--- config.mk ---
export PLATFORM = sky130hd
export DESIGN_NAME = asn1_time_to_epoch_seconds
export DESIGN_NICKNAME = d
export VERILOG_FILES = /design/src/rtl/asn1t_pkg.sv /design/src/rtl/asn1t_year.sv /design/src/rtl/asn1_time_to_epoch_seconds.sv
export SDC_FILE = /design/constraint.sdc
export NUM_CORES = 2
export LEC_CHECK = 0
export BUFFER_PORTS_ARGS = -buffer_cell sky130_fd_sc_hd__clkbuf_2
export CAP_MARGIN = 20
export CORE_ASPECT_RATIO = 1.4
export CORE_MARGIN = 3
export CORE_UTILIZATION = 35
export DETAILED_ROUTE_END_ITERATION = 8
export PLACE_DENSITY = 0.54
export SYNTH_ARGS = -nofsm -noshare
export SYNTH_HDL_FRONTEND = slang
export SYNTH_SLANG_ARGS = --single-unit
export TNS_END_PERCENT = 50
--- constraint.sdc ---
create_clock -name i_clk -period 19.5 [get_ports i_clk]
set_input_delay 1.95 -clock i_clk [delete_from_list [all_inputs] [get_ports i_clk]]
set_output_delay 1.95 -clock i_clk [all_outputs]
set_load 0.05 [all_outputs]
--- src/rtl/asn1t_pkg.sv ---
// Shared types, constants and the month table for the ASN.1 time converter.
// No dependencies; asn1t_year and asn1_time_to_epoch_seconds import it.
package asn1t_pkg;

    localparam int YEAR_W      = 14;
    localparam int DAYS_W      = 24;
    localparam int SOD_W       = 19;
    localparam int EPOCH_W     = 39;
    localparam int RECIP_SHIFT = 19;

    // floor(x / 100) == (x * RECIP_100) >> RECIP_SHIFT for every x below 43690.
    localparam logic [12:0] RECIP_100 = 13'd5243;

    typedef enum logic [1:0] {
        ERR_NONE   = 2'd0,
        ERR_FORMAT = 2'd1,
        ERR_RANGE  = 2'd2,
        ERR_LOCAL  = 2'd3
    } t_err_code;

    typedef struct packed {
        logic signed [DAYS_W-1:0] ydays;
        logic                     leap;
        logic                     before_epoch;
    } t_year_info;

    // Days in the months before the given month.
    function automatic logic [8:0] cum_days(input logic [3:0] month, input logic leap);
        logic [8:0] base;
        begin
            case (month)
                4'd2:    base = 9'd31;
                4'd3:    base = 9'd59;
                4'd4:    base = 9'd90;
                4'd5:    base = 9'd120;
                4'd6:    base = 9'd151;
                4'd7:    base = 9'd181;
                4'd8:    base = 9'd212;
                4'd9:    base = 9'd243;
                4'd10:   base = 9'd273;
                4'd11:   base = 9'd304;
                4'd12:   base = 9'd334;
                default: base = 9'd0;
            endcase
            if (leap && month > 4'd2) begin
                base = base + 9'd1;
            end
            return base;
        end
    endfunction

endpackage

--- src/rtl/asn1t_year.sv ---
// Year unit: day count from 1970-01-01 to January 1 of the year, leap flag.
// Registered once; depends on asn1t_pkg.
module asn1t_year import asn1t_pkg::*; (
    input  logic              i_clk,
    input  logic [YEAR_W-1:0] i_year,
    output t_year_info        o_info
);

    logic                     pre_epoch;
    logic [14:0]              cent_x;
    logic [27:0]              cent_prod;
    logic [8:0]               cent;
    logic [27:0]              q_prod;
    logic [6:0]               q100;
    logic [6:0]               rem100;
    logic                     leap;
    logic [11:0]              quad_a;
    logic [11:0]              ccnt_a;
    logic [11:0]              quad_b;
    logic [11:0]              cpart_b;
    logic signed [12:0]       adj;
    logic signed [DAYS_W-1:0] yrs;
    logic signed [DAYS_W-1:0] ydays;

    always_comb begin
        pre_epoch = i_year < YEAR_W'(1970);
        // Century index: ceil(year / 100) before 1970, floor((year - 1) / 100) after.
        cent_x    = pre_epoch ? (15'(i_year) + 15'd99) : (15'(i_year) - 15'd1);
        cent_prod = 28'(cent_x) * 28'(RECIP_100);
        cent      = 9'(cent_prod >> RECIP_SHIFT);

        q_prod = 28'(i_year) * 28'(RECIP_100);
        q100   = 7'(q_prod >> RECIP_SHIFT);
        rem100 = 7'(i_year - YEAR_W'(q100) * YEAR_W'(100));
        leap   = (i_year[1:0] == 2'd0) && ((rem100 != 7'd0) || (q100[1:0] == 2'd0));

        // From 1970 on: one day per fourth year, less the non-leap centuries from 2100.
        quad_a = 12'((i_year - YEAR_W'(1969)) >> 2);
        ccnt_a = 12'(cent) - 12'(cent >> 2) - 12'd15;
        // Before 1970: the same count backward, with the non-leap centuries up to 1900.
        quad_b  = 12'((YEAR_W'(1972) - i_year) >> 2);
        cpart_b = 12'd15 - 12'(cent) + 12'((cent + 9'd3) >> 2);

        // Years past 9999 can push the leap-day count beyond eleven bits.
        adj   = pre_epoch ? $signed(13'(cpart_b) - 13'(quad_b))
                          : $signed(13'(quad_a) - 13'(ccnt_a));
        yrs   = $signed(DAYS_W'(i_year)) - $signed(DAYS_W'(1970));
        ydays = yrs * $signed(DAYS_W'(365)) + DAYS_W'(adj);
    end

    always_ff @(posedge i_clk) begin
        o_info.ydays        <= ydays;
        o_info.leap         <= leap;
        o_info.before_epoch <= pre_epoch;
    end

endmodule

--- src/rtl/asn1_time_to_epoch_seconds.sv ---
// ASN.1 UTCTime / GeneralizedTime string to signed seconds since 1970 UTC.
// One character is taken per cycle while o_stall is low. After the last character
// is accepted, the result is registered in a first stage for the day and time-of-day
// sums, then in a second stage for the multiply by 86400 and the sign check.
// Synchronous active-low reset clears the parser and the pipeline valid bits.
// Depends on asn1t_pkg and asn1t_year.
module asn1_time_to_epoch_seconds import asn1t_pkg::*; (
    input  logic                      i_clk,
    input  logic                      i_rst_n,
    input  logic                      i_valid,
    output logic                      o_stall,
    input  logic [7:0]                i_char_byte,
    input  logic                      i_is_generalized,
    input  logic                      i_is_last,
    output logic                      o_valid,
    input  logic                      i_stall,
    output logic signed [EPOCH_W-1:0] o_epoch_seconds,
    output logic [1:0]                o_error_code
);

    typedef enum logic [10:0] {
        PH_YEAR    = 11'b000_0000_0001,
        PH_MON     = 11'b000_0000_0010,
        PH_DAY     = 11'b000_0000_0100,
        PH_HOUR    = 11'b000_0000_1000,
        PH_MIN     = 11'b000_0001_0000,
        PH_SEC_OPT = 11'b000_0010_0000,
        PH_SEC2    = 11'b000_0100_0000,
        PH_AFTER   = 11'b000_1000_0000,
        PH_OFFH    = 11'b001_0000_0000,
        PH_OFFM    = 11'b010_0000_0000,
        PH_END     = 11'b100_0000_0000
    } t_phase;

    localparam logic [7:0] CH_ZERO  = 8'h30;
    localparam logic [7:0] CH_NINE  = 8'h39;
    localparam logic [7:0] CH_Z     = 8'h5A;
    localparam logic [7:0] CH_PLUS  = 8'h2B;
    localparam logic [7:0] CH_MINUS = 8'h2D;
    localparam logic [7:0] CH_DOT   = 8'h2E;
    localparam logic [7:0] CH_COMMA = 8'h2C;

    // Parser state.
    t_phase            r_phase, n_phase, t_ph;
    logic [1:0]        r_cnt, n_cnt, t_cnt;
    logic [YEAR_W-1:0] r_year, n_year, t_year;
    logic [3:0]        r_month, n_month, t_month;
    logic [4:0]        r_day, n_day, t_day;
    logic [4:0]        r_hour, n_hour, t_hour;
    logic [5:0]        r_min, n_min, t_min;
    logic [5:0]        r_sec, n_sec, t_sec;
    logic [9:0]        r_zone, n_zone, t_zone;
    logic              r_neg, n_neg, t_neg;
    logic              r_err, n_err, t_err;

    // Pipeline.
    logic                     r_s1_valid, n_s1_valid;
    logic signed [DAYS_W-1:0] r_s1_days;
    logic signed [SOD_W-1:0]  r_s1_sod;
    t_err_code                r_s1_code;
    logic                     r_s1_before;
    logic                     r_out_valid;
    logic signed [EPOCH_W-1:0] r_out_epoch;
    t_err_code                r_out_code;

    t_year_info        yinfo;
    logic              accept;
    logic              out_free;
    logic              s1_move;
    logic              gen;
    logic              dig;
    logic [3:0]        d;
    logic [6:0]        grp;
    logic [6:0]        v;
    logic [YEAR_W-1:0] yacc;
    logic [2:0]        cnt3;
    logic              do_zone;

    logic [8:0]               cum;
    logic signed [DAYS_W-1:0] days_c;
    logic signed [10:0]       off_c;
    logic signed [SOD_W-1:0]  sod_c;
    t_err_code                code_c;
    logic signed [40:0]       full_c;
    t_err_code                out_code_c;
    logic signed [EPOCH_W-1:0] out_epoch_c;

    asn1t_year u_year (
        .i_clk  (i_clk),
        .i_year (r_year),
        .o_info (yinfo)
    );

    assign out_free = !r_out_valid || !i_stall;
    assign s1_move  = r_s1_valid && out_free;
    assign o_stall  = r_s1_valid && !out_free;
    assign accept   = i_valid && !o_stall;

    assign gen = i_is_generalized;
    assign dig = (i_char_byte >= CH_ZERO) && (i_char_byte <= CH_NINE);
    assign d   = dig ? 4'(i_char_byte - CH_ZERO) : 4'd0;

    // Character step: what the state becomes after this character.
    always_comb begin
        t_ph    = r_phase;
        t_cnt   = r_cnt;
        t_year  = r_year;
        t_month = r_month;
        t_day   = r_day;
        t_hour  = r_hour;
        t_min   = r_min;
        t_sec   = r_sec;
        t_zone  = r_zone;
        t_neg   = r_neg;
        t_err   = r_err;
        do_zone = 1'b0;
        yacc    = YEAR_W'(r_year * YEAR_W'(10) + YEAR_W'(d));
        cnt3    = 3'(r_cnt) + 3'd1;

        // The stored first digit of whichever two-digit group is open.
        unique case (r_phase)
            PH_MON:  grp = 7'(r_month);
            PH_DAY:  grp = 7'(r_day);
            PH_HOUR: grp = 7'(r_hour);
            PH_MIN:  grp = 7'(r_min);
            PH_SEC2: grp = 7'(r_sec);
            PH_OFFH: grp = 7'(r_zone);
            default: grp = 7'd0;
        endcase
        v = 7'(grp * 7'd10 + 7'(d));

        if (!r_err) begin
            unique case (r_phase)
                PH_YEAR: begin
                    if (!dig) begin
                        t_err = 1'b1;
                    end else begin
                        if (cnt3 >= (gen ? 3'd4 : 3'd2)) begin
                            if (!gen) begin
                                yacc = yacc + ((yacc < YEAR_W'(50)) ? YEAR_W'(2000)
                                                                     : YEAR_W'(1900));
                            end
                            t_cnt = 2'd0;
                            t_ph  = PH_MON;
                        end else begin
                            t_cnt = cnt3[1:0];
                        end
                        t_year = yacc;
                    end
                end
                PH_MON: begin
                    if (!dig) begin
                        t_err = 1'b1;
                    end else if (r_cnt == 2'd0) begin
                        t_month = d;
                        t_cnt   = 2'd1;
                    end else if (v < 7'd1 || v > 7'd12) begin
                        t_err = 1'b1;
                    end else begin
                        t_month = v[3:0];
                        t_cnt   = 2'd0;
                        t_ph    = PH_DAY;
                    end
                end
                PH_DAY: begin
                    if (!dig) begin
                        t_err = 1'b1;
                    end else if (r_cnt == 2'd0) begin
                        t_day = 5'(d);
                        t_cnt = 2'd1;
                    end else if (v < 7'd1 || v > 7'd31) begin
                        t_err = 1'b1;
                    end else begin
                        t_day = v[4:0];
                        t_cnt = 2'd0;
                        t_ph  = PH_HOUR;
                    end
                end
                PH_HOUR: begin
                    if (!dig) begin
                        t_err = 1'b1;
                    end else if (r_cnt == 2'd0) begin
                        t_hour = 5'(d);
                        t_cnt  = 2'd1;
                    end else if (v > 7'd23) begin
                        t_err = 1'b1;
                    end else begin
                        t_hour = v[4:0];
                        t_cnt  = 2'd0;
                        t_ph   = PH_MIN;
                    end
                end
                PH_MIN: begin
                    if (!dig) begin
                        t_err = 1'b1;
                    end else if (r_cnt == 2'd0) begin
                        t_min = 6'(d);
                        t_cnt = 2'd1;
                    end else if (v > 7'd59) begin
                        t_err = 1'b1;
                    end else begin
                        t_min = v[5:0];
                        t_cnt = 2'd0;
                        t_ph  = PH_SEC_OPT;
                    end
                end
                PH_SEC_OPT: begin
                    if (dig) begin
                        t_sec = 6'(d);
                        t_ph  = PH_SEC2;
                    end else begin
                        t_sec   = 6'd0;
                        t_ph    = PH_AFTER;
                        do_zone = 1'b1;
                    end
                end
                PH_SEC2: begin
                    if (!dig || v > 7'd59) begin
                        t_err = 1'b1;
                    end else begin
                        t_sec = v[5:0];
                        t_ph  = PH_AFTER;
                    end
                end
                PH_AFTER: begin
                    do_zone = 1'b1;
                end
                PH_OFFH: begin
                    if (!dig) begin
                        t_err = 1'b1;
                    end else if (r_cnt == 2'd0) begin
                        t_zone = 10'(d);
                        t_cnt  = 2'd1;
                    end else if (v > 7'd12) begin
                        t_err = 1'b1;
                    end else begin
                        t_zone = 10'(v) * 10'd60;
                        t_cnt  = 2'd0;
                        t_ph   = PH_OFFM;
                    end
                end
                PH_OFFM: begin
                    if (!dig) begin
                        t_err = 1'b1;
                    end else if (r_cnt == 2'd0) begin
                        if (d > 4'd5) begin
                            t_err = 1'b1;
                        end else begin
                            t_zone = r_zone + 10'(d) * 10'd10;
                            t_cnt  = 2'd1;
                        end
                    end else begin
                        t_zone = r_zone + 10'(d);
                        t_ph   = PH_END;
                    end
                end
                default: begin
                    // Anything after the zone is a format error.
                    t_err = 1'b1;
                end
            endcase

            // GeneralizedTime skips fraction characters until the zone shows up.
            if (do_zone) begin
                if (gen && (i_char_byte == CH_DOT || i_char_byte == CH_COMMA || dig)) begin
                    t_err = t_err;
                end else if (i_char_byte == CH_Z) begin
                    t_zone = 10'd0;
                    t_neg  = 1'b0;
                    t_ph   = PH_END;
                end else if (i_char_byte == CH_PLUS || i_char_byte == CH_MINUS) begin
                    t_neg  = (i_char_byte == CH_MINUS);
                    t_zone = 10'd0;
                    t_cnt  = 2'd0;
                    t_ph   = PH_OFFH;
                end else begin
                    t_err = 1'b1;
                end
            end
        end
    end

    // Next state: a string's last character returns the parser to its start.
    always_comb begin
        if (accept && i_is_last) begin
            n_phase = PH_YEAR;
            n_cnt   = 2'd0;
            n_year  = '0;
            n_month = '0;
            n_day   = '0;
            n_hour  = '0;
            n_min   = '0;
            n_sec   = '0;
            n_zone  = '0;
            n_neg   = 1'b0;
            n_err   = 1'b0;
        end else if (accept) begin
            n_phase = t_ph;
            n_cnt   = t_cnt;
            n_year  = t_year;
            n_month = t_month;
            n_day   = t_day;
            n_hour  = t_hour;
            n_min   = t_min;
            n_sec   = t_sec;
            n_zone  = t_zone;
            n_neg   = t_neg;
            n_err   = t_err;
        end else begin
            n_phase = r_phase;
            n_cnt   = r_cnt;
            n_year  = r_year;
            n_month = r_month;
            n_day   = r_day;
            n_hour  = r_hour;
            n_min   = r_min;
            n_sec   = r_sec;
            n_zone  = r_zone;
            n_neg   = r_neg;
            n_err   = r_err;
        end
    end

    // First result stage: total days and signed seconds within the day.
    always_comb begin
        cum    = cum_days(t_month, yinfo.leap);
        days_c = yinfo.ydays + $signed(DAYS_W'(cum)) + $signed(DAYS_W'(t_day))
                 - $signed(DAYS_W'(1));
        off_c  = t_neg ? -$signed(11'(t_zone)) : $signed(11'(t_zone));
        sod_c  = $signed(SOD_W'(t_sec))
                 + ($signed(SOD_W'(t_min)) - SOD_W'(off_c)) * $signed(SOD_W'(60))
                 + $signed(SOD_W'(t_hour)) * $signed(SOD_W'(3600));
        if (t_err) begin
            code_c = ERR_FORMAT;
        end else if (t_ph == PH_END) begin
            code_c = ERR_NONE;
        end else if (gen && (t_ph == PH_SEC_OPT || t_ph == PH_AFTER)) begin
            code_c = ERR_LOCAL;
        end else begin
            code_c = ERR_FORMAT;
        end
        n_s1_valid = (accept && i_is_last) ? 1'b1 : (s1_move ? 1'b0 : r_s1_valid);
    end

    // Second result stage: seconds and the check that the sign matches the year.
    always_comb begin
        full_c = 41'(r_s1_days) * $signed(41'(86400)) + 41'(r_s1_sod);
        if (r_s1_code != ERR_NONE) begin
            out_code_c  = r_s1_code;
            out_epoch_c = '0;
        end else if (r_s1_before ? !full_c[40] : full_c[40]) begin
            out_code_c  = ERR_RANGE;
            out_epoch_c = '0;
        end else begin
            out_code_c  = ERR_NONE;
            out_epoch_c = full_c[EPOCH_W-1:0];
        end
    end

    always_ff @(posedge i_clk) begin
        if (!i_rst_n) begin
            r_phase     <= PH_YEAR;
            r_cnt       <= 2'd0;
            r_year      <= '0;
            r_month     <= '0;
            r_day       <= '0;
            r_hour      <= '0;
            r_min       <= '0;
            r_sec       <= '0;
            r_zone      <= '0;
            r_neg       <= 1'b0;
            r_err       <= 1'b0;
            r_s1_valid  <= 1'b0;
            r_out_valid <= 1'b0;
        end else begin
            r_phase    <= n_phase;
            r_cnt      <= n_cnt;
            r_year     <= n_year;
            r_month    <= n_month;
            r_day      <= n_day;
            r_hour     <= n_hour;
            r_min      <= n_min;
            r_sec      <= n_sec;
            r_zone     <= n_zone;
            r_neg      <= n_neg;
            r_err      <= n_err;
            r_s1_valid <= n_s1_valid;
            if (out_free) begin
                r_out_valid <= r_s1_valid;
            end
        end
    end

    always_ff @(posedge i_clk) begin
        if (accept && i_is_last) begin
            r_s1_days   <= days_c;
            r_s1_sod    <= sod_c;
            r_s1_code   <= code_c;
            r_s1_before <= yinfo.before_epoch;
        end
        if (s1_move) begin
            r_out_epoch <= out_epoch_c;
            r_out_code  <= out_code_c;
        end
    end

    assign o_valid         = r_out_valid;
    assign o_epoch_seconds = r_out_epoch;
    assign o_error_code    = r_out_code;

`ifndef SYNTHESIS
    a_err_zero: assert property (@(posedge i_clk) disable iff (!i_rst_n)
        (o_valid && o_error_code != ERR_NONE) |-> (o_epoch_seconds == '0))
        else $error("result with an error code carries nonzero seconds");

    a_out_from_s1: assert property (@(posedge i_clk) disable iff (!i_rst_n)
        $rose(o_valid) |-> $past(r_s1_valid))
        else $error("result appeared without a finished item in the first stage");

    a_parser_restart: assert property (@(posedge i_clk) disable iff (!i_rst_n)
        (i_valid && !o_stall && i_is_last) |=> (r_phase == PH_YEAR && !r_err
                                                && r_cnt == 2'd0))
        else $error("parser did not return to its start after the last character");
`endif

endmodule

==> impl_results.md <==
* Status: complete, no violations
* Final hold viol count at 0
* Final Cell Area at 38350 sq um
* Filler Cell Count at 10450
* Mean Syn Cell Area at 8.590 sq um
* Global-route track usage on met1 at 0.1938
* Post-detail-place hpwl at 74810 um
* Max_slew headroom at 0.3144
* Layout cells sized above 1 at 0.04538
* Minimum clock period at 18030 ps
* Met3 Use GR at 0.01318
* Sequential area share after synthesis at 0.1253
* Syn nets at 5173
* Placed Instances at 5507
* Clk_lat worst skew at 470 ps
* Peak VDD IR at 390.5 uV
* Die Y at 383.9 um
* First-pass DRT Iterations at 6
* Commonest non-fill, non-tap cell in the layout: inv_1
* DRC violations left at 0
* Cell mode on critical path: inv_1
* Setup_tns at 0 ps
* Initial core utilization at 0.3529
* Clk slew on worst S/H paths at 80 ps
* RD Place Congestion at 0.8823
* Synthesized instance count at 4157
* Highest cell delay on the worst timing path at 740 ps
* Gr ovfl total at 0
* Fin Clk Skew at 24.12 ps
* Max-slew violations at 0
* Post-synth cell types at 93
* Vias per Instance at 5.025
* Die X at 276.0 um
* Synth Register Bits at 180
* Routed len/inst at 15.95 um
* Total track usage at 0.1696
* Most frequent cells in the layout: inv_1, ha_1, fa_1, a21oi_1, nor2_1
* Placed inst area at 37720 sq um
* Detailed Route Iter0 Violations at 1268
* IO buf count at 56
* CTS root buffer: clkbuf_16
* Period utilisation layout at 0.9247
* WS Path Type: reg -> reg
* First-pass GRT wire length at 144900 um
* Crit path DAT at 18430 ps
* Fin Hold WS at 488.6 ps
* DRT Wirelength at 88350 um
* Initial antenna violation count at 0
* RSZ-0062 raised after global routing: false
* MaxCap Viol Count at 0
* Post-synth ARST share at 0
* Vias in the first global route at 28340
* Required @ worst endpoint at 19900 ps
* Post-CTS setup buffer count at 0
* Non-Filler Instances at 5540
* CTS Sinks at 180
* Max Freq at 55.46 MHz
* Layout area overhead at 7.400%
* EDFF count, synth at 87
* Grt peak-use layer: met2
* Worst-Margin Slew at 1021 ps
* Post-Syn Area at 35710 sq um
* Primary FF master, synth: dfxtp_1
* Fin util at 0.3791
* Met2 usage at 0.3219
* Max Buffers Root-to-Sink at 2
* Yosys warnings at 0
* Cts bufs inserted at 17
* Critical path's slowest cell: a2111oi_0
* Largest net degree at the start of global routing at 66
* P_leak at 0.01920 uW
* Nets@finish at 5212
* Hold Crit Class: reg -> reg
* Pwr Density at 149.5 nW/um^2
* Core Footprint at 101200 sq um
* Cell row count at 138
* Post-DRT Antenna Nets at 0
* H-Tree Depth at 4
* Critical Path Fanout Max at 21
* Io pins at 57
* Routed via count at 27840
* Startpoint types: register
* Worst setup EP type: register
* CTS tree: yes
* Final setup violation count at 0
* Die area at 106000 sq um
-- metal layers --
layer | share of wire | routed length [um] | up-vias
li1 | - | - | 14060
met1 | 0.41 | 36360 | 13210
met2 | 0.53 | 46480 | 435
met3 | 0.023 | 2008 | 140
met4 | 0.040 | 3511 | 0
met5 | 0 | 0 | -
-- logic make-up (layout without fill, tap and decap cells) --
kind of cell               Yosys count  in the layout  share of synthesized area
adders and majority gates         1002           1002                     0.4196
and+or+nand+nor                    909            909                     0.1242
buffers and inverters              873            925                    0.09243
AOI/OAI and AO/OA                  840            840                     0.1504
xor gates and xnor gates           325            325                    0.07992
DFF                                180            180                     0.1253
muxes                               28             28                   0.008093
other                                0              1                          0
-- final cells by class --
type                    count  area (sq um)  share of cell area
clock buffers              17         425.4             0.01109
multi-input cells        3104         27980              0.7296
well taps                1330          1664             0.04339
clock inverters            15         188.9            0.004926
repair buffers            108         670.6             0.01749
inverters                 785          2947             0.07683
flip-flops and latches    180          4474              0.1167
diodes                      1         2.502          0.00006525
-- sequential cells by signal (all words and copies together) (netlist names), 5 cells and up --
| register | flops |
|---|---|
| r_sec | 6 |
| r_min | 6 |
| r_zone | 10 |
| u_year.o_info | 26 |
| o_epoch_seconds | 39 |
| r_year | 14 |
| r_s1_days | 24 |
| r_s1_sod | 19 |
| r_hour | 5 |
| r_day | 5 |
| r_phase | 11 |
-- worst max-delay path: cells and delay by family, from the launching register on --
kind / cells / cell delay [ps]
AO/OA/AOI/OAI: 28 / 6860
XOR/XNOR: 2 / 300
adder cells (fa/ha/maj): 14 / 5830
AND/OR/NAND/NOR: 10 / 1730
buffers and inverters: 13 / 2250
flip-flops: 1 / 660
multiplexers: 1 / 300
-- power by group --
group	internal (uW)	switching (uW)	total (uW)
sequential	500	30.1	530
clock	185	182	367
combinational	2120	2710	4840
total	2810	2930	5730
-- Yosys cell counts, types with 7 or more instances --
cell | instances | share of area
a2111oi_0 | 8 | 0.0020
a211oi_1 | 48 | 0.010
a21boi_0 | 22 | 0.0046
a21o_1 | 79 | 0.017
a21oi_1 | 268 | 0.038
a22oi_1 | 22 | 0.0046
a31oi_1 | 49 | 0.0086
and2_1 | 23 | 0.0040
and3_1 | 29 | 0.0051
and4_1 | 8 | 0.0020
buf_2 | 7 | 0.00098
clkbuf_1 | 72 | 0.0076
dfxtp_1 | 93 | 0.052
edfxtp_1 | 87 | 0.073
fa_1 | 326 | 0.18
ha_1 | 676 | 0.24
inv_1 | 781 | 0.082
mux2i_1 | 24 | 0.0067
nand2_1 | 243 | 0.026
nand2b_1 | 39 | 0.0068
nand3_1 | 65 | 0.0091
nand3b_1 | 11 | 0.0023
nand4_1 | 21 | 0.0037
nor2_1 | 254 | 0.027
nor2b_1 | 42 | 0.0074
nor3_1 | 74 | 0.010
nor3b_1 | 11 | 0.0023
nor4_1 | 17 | 0.0030
o211ai_1 | 20 | 0.0042
o21a_1 | 20 | 0.0042
o21ai_0 | 152 | 0.021
o21bai_1 | 36 | 0.0076
o22ai_1 | 11 | 0.0019
o31ai_1 | 9 | 0.0019
or2_2 | 14 | 0.0025
or3_1 | 23 | 0.0040
xnor2_1 | 222 | 0.054
xor2_1 | 102 | 0.025
-- through the flow --
| step | power, uW | setup WS [ps] |
|---|---|---|
| 3_5_place_dp | 5406 | 1277 |
| 4_1_cts | 5806 | 1175 |
| 5_1_grt | 6478 | 49.09 |
| 6_report | 5732 | 1468 |
| 3_3_place_gp | 5362 | 1621 |
| 2_1_floorplan | 4530 | 3496 |
-- worst paths after layout --
kind | endpoint | cells after the start | slack (ps) | startpoint
max | u_year.o_info[25] | 68 | 1470 | r_year[2]
min | r_sec[0] | 2 | 490 | r_sec[0]
max reg2reg | u_year.o_info[25] | 68 | 1470 | r_year[2]
min reg2reg | r_sec[0] | 2 | 490 | r_sec[0]
-- what timing repair did --
item                                    CTS  global route
hold buffers                              0             0
endpoints found under the setup margin    0             1
resized for setup                         0             2
Note: power is estimated with default switching activity, not from simulation.
